--- src/hdl/arpi_pkg.sv ---
// Package: shared types, codes, widths and reset values for the relay pulse interlock.
package arpi_pkg;

   localparam int PULSE_W    = 16;
   localparam int COOL_W     = 16;
   localparam int DEBOUNCE_W = 8;
   localparam int ELAPSED_W  = 17;
   localparam int SINCE_W    = 16;
   localparam int COUNT_W    = 32;
   localparam int CSR_DATA_W = 16;
   localparam int CSR_IDX_W  = 2;

   localparam logic [PULSE_W-1:0]    PULSE_RESET    = PULSE_W'(1000);
   localparam logic [COOL_W-1:0]     COOL_RESET     = COOL_W'(5000);
   localparam logic [DEBOUNCE_W-1:0] DEBOUNCE_RESET = DEBOUNCE_W'(50);

   typedef enum logic [1:0] {
      MODE_TICK    = 2'd0,
      MODE_TRIGGER = 2'd1,
      MODE_ARM     = 2'd2
   } mode_type;

   typedef enum logic [1:0] {
      TRIG_NONE     = 2'd0,
      TRIG_ACCEPTED = 2'd1,
      TRIG_DISARMED = 2'd2,
      TRIG_COOLDOWN = 2'd3
   } trig_status_type;

   typedef enum logic [CSR_IDX_W-1:0] {
      CSR_PULSE_TICKS    = 2'd0,
      CSR_COOLDOWN_TICKS = 2'd1,
      CSR_DEBOUNCE_TICKS = 2'd2,
      CSR_ACTIVE_LOW     = 2'd3
   } csr_index_type;

endpackage

--- src/hdl/arpi_req_if.sv ---
// Interface: event channel into the interlock.
interface arpi_req_if;
   logic       valid;
   logic       ready;
   logic [1:0] mode;
   logic       button_level;
   logic       arm_value;

   modport source (output valid, output mode, output button_level, output arm_value,
                   input ready);
   modport sink   (input valid, input mode, input button_level, input arm_value,
                   output ready);
endinterface

--- src/hdl/arpi_rsp_if.sv ---
// Interface: status channel out of the interlock.
interface arpi_rsp_if;
   logic        valid;
   logic        ready;
   logic        relay_drive;
   logic        relay_on;
   logic        armed_now;
   logic        armed_report;
   logic [1:0]  trigger_status;
   logic [31:0] accepted_count;

   modport source (output valid, output relay_drive, output relay_on, output armed_now,
                   output armed_report, output trigger_status, output accepted_count,
                   input ready);
   modport sink   (input valid, input relay_drive, input relay_on, input armed_now,
                   input armed_report, input trigger_status, input accepted_count,
                   output ready);
endinterface

--- src/hdl/armed_relay_pulse_interlock.sv ---
// Top level: armed relay pulse interlock, event decode, state update and result register.
//
// Takes one event word per clock (tick with button level, trigger, remote arm) and returns
// one status word per event from a single result register, valid in the cycle after
// acceptance. All state updates are short flag logic, saturating timers and a wrapping
// accepted count, done at the accepting edge, so the sustained rate is one event per
// cycle; req ready is low only while a result sits unclaimed and rsp ready is low. Config
// writes take effect on the next event and are expected only while the block is idle.
module armed_relay_pulse_interlock (
   input  logic                                clock,
   input  logic                                reset,
   arpi_req_if.sink                            req_if,
   arpi_rsp_if.source                          rsp_if,
   input  logic                                csr_we,
   input  logic [arpi_pkg::CSR_IDX_W-1:0]      csr_index,
   input  logic [arpi_pkg::CSR_DATA_W-1:0]     csr_wdata
);
   import arpi_pkg::*;

   localparam logic [ELAPSED_W-1:0]  ELAPSED_MAX = '1;
   localparam logic [SINCE_W-1:0]    SINCE_MAX   = '1;
   localparam logic [DEBOUNCE_W-1:0] SAMPLE_MAX  = '1;

   logic [PULSE_W-1:0]    pulse_ticks_ff;
   logic [COOL_W-1:0]     cooldown_ticks_ff;
   logic [DEBOUNCE_W-1:0] debounce_ticks_ff;
   logic                  active_low_ff;

   logic                  armed_ff, armed_in;
   logic                  pulse_ff, pulse_in;
   logic                  prev_button_ff, prev_button_in;
   logic [ELAPSED_W-1:0]  elapsed_ff, elapsed_in;
   logic [SINCE_W-1:0]    since_ff, since_in;
   logic [DEBOUNCE_W-1:0] sample_ff, sample_in;
   logic [COUNT_W-1:0]    total_ff, total_in;
   logic                  report_in;
   trig_status_type       status_in;

   logic                  rsp_valid_ff;
   logic                  relay_drive_ff, relay_on_ff, armed_now_ff, armed_report_ff;
   trig_status_type       status_ff;
   logic [COUNT_W-1:0]    count_ff;

   logic                  accept;

   assign req_if.ready = !rsp_valid_ff || rsp_if.ready;
   assign accept       = req_if.valid && req_if.ready;

   always_comb begin
      armed_in       = armed_ff;
      pulse_in       = pulse_ff;
      prev_button_in = prev_button_ff;
      elapsed_in     = elapsed_ff;
      since_in       = since_ff;
      sample_in      = sample_ff;
      total_in       = total_ff;
      report_in      = 1'b0;
      status_in      = TRIG_NONE;
      case (mode_type'(req_if.mode))
         MODE_TICK: begin
            elapsed_in = (elapsed_ff == ELAPSED_MAX) ? ELAPSED_MAX : elapsed_ff + 1'b1;
            since_in   = (since_ff == SINCE_MAX) ? SINCE_MAX : since_ff + 1'b1;
            sample_in  = (sample_ff == SAMPLE_MAX) ? SAMPLE_MAX : sample_ff + 1'b1;
            if (sample_in >= debounce_ticks_ff) begin
               sample_in = '0;
               if (!req_if.button_level && prev_button_ff) begin
                  armed_in  = !armed_ff;
                  report_in = 1'b1;
                  if (armed_ff) pulse_in = 1'b0;
               end
               prev_button_in = req_if.button_level;
            end
            if (pulse_in && (elapsed_in > {1'b0, pulse_ticks_ff})) pulse_in = 1'b0;
         end
         MODE_TRIGGER: begin
            if (!armed_ff) begin
               status_in = TRIG_DISARMED;
            end else if (since_ff < cooldown_ticks_ff) begin
               status_in = TRIG_COOLDOWN;
            end else begin
               status_in  = TRIG_ACCEPTED;
               since_in   = '0;
               total_in   = total_ff + 1'b1;
               pulse_in   = 1'b1;
               elapsed_in = '0;
            end
         end
         MODE_ARM: begin
            armed_in  = req_if.arm_value;
            report_in = 1'b1;
            if (!req_if.arm_value) pulse_in = 1'b0;
         end
         default: ;
      endcase
   end

   always_ff @(posedge clock) begin
      if (reset) begin
         pulse_ticks_ff    <= PULSE_RESET;
         cooldown_ticks_ff <= COOL_RESET;
         debounce_ticks_ff <= DEBOUNCE_RESET;
         active_low_ff     <= 1'b0;
      end else if (csr_we) begin
         unique case (csr_index_type'(csr_index))
            CSR_PULSE_TICKS:    pulse_ticks_ff    <= csr_wdata[PULSE_W-1:0];
            CSR_COOLDOWN_TICKS: cooldown_ticks_ff <= csr_wdata[COOL_W-1:0];
            CSR_DEBOUNCE_TICKS: debounce_ticks_ff <= csr_wdata[DEBOUNCE_W-1:0];
            CSR_ACTIVE_LOW:     active_low_ff     <= csr_wdata[0];
         endcase
      end
   end

   always_ff @(posedge clock) begin
      if (reset) begin
         armed_ff       <= 1'b0;
         pulse_ff       <= 1'b0;
         prev_button_ff <= 1'b1;
         elapsed_ff     <= '0;
         since_ff       <= '0;
         sample_ff      <= '0;
         total_ff       <= '0;
         rsp_valid_ff   <= 1'b0;
      end else begin
         if (accept) begin
            armed_ff       <= armed_in;
            pulse_ff       <= pulse_in;
            prev_button_ff <= prev_button_in;
            elapsed_ff     <= elapsed_in;
            since_ff       <= since_in;
            sample_ff      <= sample_in;
            total_ff       <= total_in;
            rsp_valid_ff   <= 1'b1;
         end else if (rsp_if.ready) begin
            rsp_valid_ff   <= 1'b0;
         end
      end
   end

   // result payload, no reset needed
   always_ff @(posedge clock) begin
      if (accept) begin
         relay_drive_ff  <= pulse_in ^ active_low_ff;
         relay_on_ff     <= pulse_in;
         armed_now_ff    <= armed_in;
         armed_report_ff <= report_in;
         status_ff       <= status_in;
         count_ff        <= total_in;
      end
   end

   assign rsp_if.valid          = rsp_valid_ff;
   assign rsp_if.relay_drive    = relay_drive_ff;
   assign rsp_if.relay_on       = relay_on_ff;
   assign rsp_if.armed_now      = armed_now_ff;
   assign rsp_if.armed_report   = armed_report_ff;
   assign rsp_if.trigger_status = status_ff;
   assign rsp_if.accepted_count = count_ff;

endmodule
--- src/flat_wrapper.sv ---
// flat-port wrapper written by rule: the top's interface ports become plain ports
module armed_relay_pulse_interlock_flat import arpi_pkg::*;
  (clock, reset, csr_we, csr_index, csr_wdata, req_if_valid, req_if_mode, req_if_button_level, req_if_arm_value, req_if_ready, rsp_if_valid, rsp_if_relay_drive, rsp_if_relay_on, rsp_if_armed_now, rsp_if_armed_report, rsp_if_trigger_status, rsp_if_accepted_count, rsp_if_ready);
  arpi_req_if req_if_i ();
  arpi_rsp_if rsp_if_i ();
  input  logic clock;
  input  logic reset;
  input  logic csr_we;
  input  logic [arpi_pkg::CSR_IDX_W-1:0] csr_index;
  input  logic [arpi_pkg::CSR_DATA_W-1:0] csr_wdata;
  input wire logic [$bits(req_if_i.valid)-1:0] req_if_valid;
  input wire logic [$bits(req_if_i.mode)-1:0] req_if_mode;
  input wire logic [$bits(req_if_i.button_level)-1:0] req_if_button_level;
  input wire logic [$bits(req_if_i.arm_value)-1:0] req_if_arm_value;
  output wire logic [$bits(req_if_i.ready)-1:0] req_if_ready;
  output wire logic [$bits(rsp_if_i.valid)-1:0] rsp_if_valid;
  output wire logic [$bits(rsp_if_i.relay_drive)-1:0] rsp_if_relay_drive;
  output wire logic [$bits(rsp_if_i.relay_on)-1:0] rsp_if_relay_on;
  output wire logic [$bits(rsp_if_i.armed_now)-1:0] rsp_if_armed_now;
  output wire logic [$bits(rsp_if_i.armed_report)-1:0] rsp_if_armed_report;
  output wire logic [$bits(rsp_if_i.trigger_status)-1:0] rsp_if_trigger_status;
  output wire logic [$bits(rsp_if_i.accepted_count)-1:0] rsp_if_accepted_count;
  input wire logic [$bits(rsp_if_i.ready)-1:0] rsp_if_ready;
  assign req_if_i.valid = req_if_valid;
  assign req_if_i.mode = req_if_mode;
  assign req_if_i.button_level = req_if_button_level;
  assign req_if_i.arm_value = req_if_arm_value;
  assign req_if_ready = req_if_i.ready;
  assign rsp_if_valid = rsp_if_i.valid;
  assign rsp_if_relay_drive = rsp_if_i.relay_drive;
  assign rsp_if_relay_on = rsp_if_i.relay_on;
  assign rsp_if_armed_now = rsp_if_i.armed_now;
  assign rsp_if_armed_report = rsp_if_i.armed_report;
  assign rsp_if_trigger_status = rsp_if_i.trigger_status;
  assign rsp_if_accepted_count = rsp_if_i.accepted_count;
  assign rsp_if_i.ready = rsp_if_ready;
  armed_relay_pulse_interlock u_core (.clock(clock), .reset(reset), .req_if(req_if_i), .rsp_if(rsp_if_i), .csr_we(csr_we), .csr_index(csr_index), .csr_wdata(csr_wdata));
endmodule
--- config.mk ---
export PLATFORM = sky130hd
export DESIGN_NAME = armed_relay_pulse_interlock_flat
export DESIGN_NICKNAME = d
export VERILOG_FILES = /design/src/hdl/arpi_pkg.sv /design/src/hdl/arpi_req_if.sv /design/src/hdl/arpi_rsp_if.sv /design/src/hdl/armed_relay_pulse_interlock.sv /design/src/flat_wrapper.sv
export SDC_FILE = /design/constraint.sdc
export NUM_CORES = 1
export LEC_CHECK = 0
export ABC_AREA = 0
export BUFFER_PORTS_ARGS = -buffer_cell sky130_fd_sc_hd__buf_4
export CAP_MARGIN = 25
export CORE_UTILIZATION = 40
export DETAILED_ROUTE_END_ITERATION = 6
export PLACE_DENSITY = 0.63
export SLEW_MARGIN = 20
export SYNTH_ARGS = -nofsm -noshare
export SYNTH_HDL_FRONTEND = slang
export SYNTH_SLANG_ARGS = --single-unit
--- constraint.sdc ---
create_clock -name clock -period 3.81 [get_ports clock]
set_clock_uncertainty 0.15 [all_clocks]
set_input_delay 0.762 -clock clock [delete_from_list [all_inputs] [get_ports clock]]
set_output_delay 0.762 -clock clock [all_outputs]
set_load 0.1 [all_outputs]
==> results.py <==
metrics = {
    "timing": {
        "min_period_over_period_pct": 94.5,
        "max_slew_margin_pct": 42.1,
        "final-setup-viol-count": 0,
        "setup_tns_ns": 0,
        "hold_viol_final": 0,
        "finalCriticalPeriod_ns": 3.60,
        "tightestPinTransition_ns": 0.863,
        "fmax_mhz": 278,
        "maxSlewViolCount": 0,
    },
    "yosys": {
        "syn_nets": 1037,
        "synth_cells": 967,
        "synth_top_area_share_pct": 29.0,
        "synth_area_leaders": "dfxtp_1, edfxtp_1, nand2_1",
        "yosys_warnings": 0,
        "synthesis.area_um2": 8160,
        "synth_top_flop_cell": "dfxtp_1",
        "ys_seq_elements": 156,
        "synth.avg_cell_area_um2": 8.44,
        "yosysTopAreaCell": "dfxtp_1",
        "synth.distinct_cells": 60,
        "async_flop_share_pct": 0,
        "synth_edf_count": 38,
        "yosysSeqAreaShare_pct": 42.9,
    },
    "detailed_routing": {
        "first_pass_iters": 5,
        "finalWirelength_um": 18900,
        "ant_nets": 0,
        "viasPerCell": 5.20,
        "vias": 6760,
        "drtIter0Drc": 365,
        "drc_errors": 0,
        "wl_per_cell_um": 14.5,
    },
    "placement": {
        "hpwl_um": 13300,
        "gp_congestion": 0.856,
        "io_buffers": 66,
    },
    "finish": {
        "diodes": 0,
        "areaGrowthSynthToFinish_pct": 16.4,
        "ff_latch_area_um2": 3500,
        "drive_gt1_share_pct": 13.3,
        "final_cell_mix": "nand2_1, dfxtp_1, nor2_1",
        "fillers": 1907,
        "layout_commonest_cell": "nand2_1",
        "nNetsFinal": 1092,
        "multiInputGateArea_um2": 4290,
    },
    "global_routing": {
        "grt_max_degree": 74,
        "groute.usage.overall_pct": 19.2,
        "grt_pass1_wl_um": 31300,
        "grt_pass1_vias": 6252,
        "overflow": 0,
        "antenna_found_initial": 0,
    },
    "setup_path": {
        "cp.arrival_ns": 3.63,
        "path_common_cell": "ha_1",
        "critical_path.startpoint_type": "flop",
        "critPathTopFamily": "simple AND/OR/NAND/NOR gates",
        "cp_num_buf_inv": 1,
        "critPathMaxStageDelay_ns": 0.43,
        "required_ns": 3.84,
        "crit_path_max_fanout": 14,
        "critical_path.slowest_cell": "dfxtp_1",
        "cp-end-kind": "flop",
        "critPathKind": "flop to flop",
        "worstPathCellList": "ha_1 -> nand3_1 -> nor4_2 -> nand2_1 -> buf_4 -> and2_1 -> ha_1 -> nand2b_1 -> a21oi_1 -> o311ai_0 -> and3_1 -> o211a_1 -> o32a_1 -> xor2_1",
    },
    "floorplanning": {
        "rows": 51,
        "dieHeight_um": 145,
        "core_area_um2": 19700,
        "start_util_pct": 41.4,
        "pin_count": 67,
        "die_width_um": 145,
        "dieArea_um2": 21000,
    },
    "power_and_ir_drop": {
        "p_leak_nw": 3.71,
        "peakVddDrop_v": 0.000297,
        "power.total_mw": 3.71,
        "power_density_nw_per_um2": 391,
    },
    "cts": {
        "clk_latency_ns": 0.43,
        "cts.path.max_buffers": 2,
        "cts.sinks": 156,
        "cts-root-buf": "clkbuf_16",
        "clk_pin_slew_ns": 0.07,
        "cts_buffers": 17,
        "cts_tree": "done",
        "htreeDepth": 4,
    },
    "status": {
        "status": "finished, final reports clean",
    },
    "run": {
        "maxCapViolations": 0,
    },
    "worst_hold_path": {
        "hp-class": "flop to flop",
    },
}
report_power, final:
group          internal, mW  total (mW)  switching, mW  leakage, nW
Clock                 0.847        1.58          0.737        0.258
Sequential             1.73        1.75         0.0190         1.33
Combinational        0.0911       0.373          0.281         2.11
Total                  2.67        3.71           1.04         3.71
registers in the layout, summed over array words and instances (netlist names), 8 cells and up:
name,count
u_core.total_ff,32
u_core.pulse_ticks_ff,16
u_core.sample_ff,8
u_core.elapsed_ff,17
u_core.cooldown_ticks_ff,16
u_core.rsp_if.accepted_count,32
u_core.debounce_ticks_ff,8
u_core.since_ff,16
layer usage:
metal / wire length [um] / track usage [%]
met4: 395 / 7.81
met5: 0 / 0
met1: 8910 / 24.7
met3: 821 / 4.28
met2: 8740 / 31.1
stage by stage:
step	hold WS (ns)	util (%)	cells	area, um^2	worst slack [ns]
global route	0.324	48.2	1300	9500	-0.0267
global placement	0.295	45.2	1264	8910	0.327
floorplan	0.286	-	967	8160	0.348
detailed placement	0.297	45.2	1264	8910	0.252
CTS	0.306	47.9	1296	9450	0.154
finish	0.304	48.2	1300	9500	0.211
Yosys cell counts, drive strengths merged, types with 9 or more instances:
cell type / count
xor2: 36
or3: 11
buf: 12
nor2: 104
ha: 43
o21ai: 36
nand2: 146
nor3: 13
nand4: 25
nand3: 46
a22oi: 15
edfxtp: 38
clkbuf: 35
and3: 13
dfxtp: 118
a21oi: 80
xnor2: 33
inv: 50
o21a: 10
nand3b: 9
a31oi: 12
path summary, 6_finish.rpt:
kind	startpoint	end	slack, ns	cells past startpoint
max	u_core.elapsed_ff[0]$_SDFFE_PP0P_	u_core.rsp_if.relay_drive$_DFFE_PP_	0.21	14
min	u_core.debounce_ticks_ff[6]$_SDFFE_PP0P_	u_core.debounce_ticks_ff[6]$_SDFFE_PP0P_	0.30	2
max reg2reg	u_core.elapsed_ff[0]$_SDFFE_PP0P_	u_core.rsp_if.relay_drive$_DFFE_PP_	0.21	14
min reg2reg	u_core.debounce_ticks_ff[6]$_SDFFE_PP0P_	u_core.debounce_ticks_ff[6]$_SDFFE_PP0P_	0.30	2
tightest hold or removal path, cell delays in order, from the launching register on:
cell and delay, ns:
dfxtp_1 0.31, nand2_1 0.05, a21oi_1 0.05
layout make-up:
class                           instances  area share (%)
Clock buffer                           18            4.52
Clock inverter                         14            1.20
Inverter                               50            1.98
Multi-Input combinational cell        714            45.2
Sequential cell                       156            36.9
Tap cell                              265            3.49
Timing Repair Buffer                   83            6.69
what timing repair did:
item	CTS	global route
resized for setup	0	2
setup endpoints to repair	0	1
hold buffers	0	0
buffers inserted	0	2
endpoints found under the hold margin	0	0
cells by family after synthesis:
| family | after synthesis | synth area share [%] |
|---|---|---|
| AOI/OAI and AO/OA | 197 | 15.1 |
| xor gates and xnor gates | 69 | 7.41 |
| adders and majority gates | 43 | 6.59 |
| buffers and inverters | 97 | 4.78 |
| DFF | 156 | 42.9 |
| muxes | 2 | 0.245 |
| and+or+nand+nor | 403 | 23.0 |
Note: power is estimated with default switching activity, not from simulation.
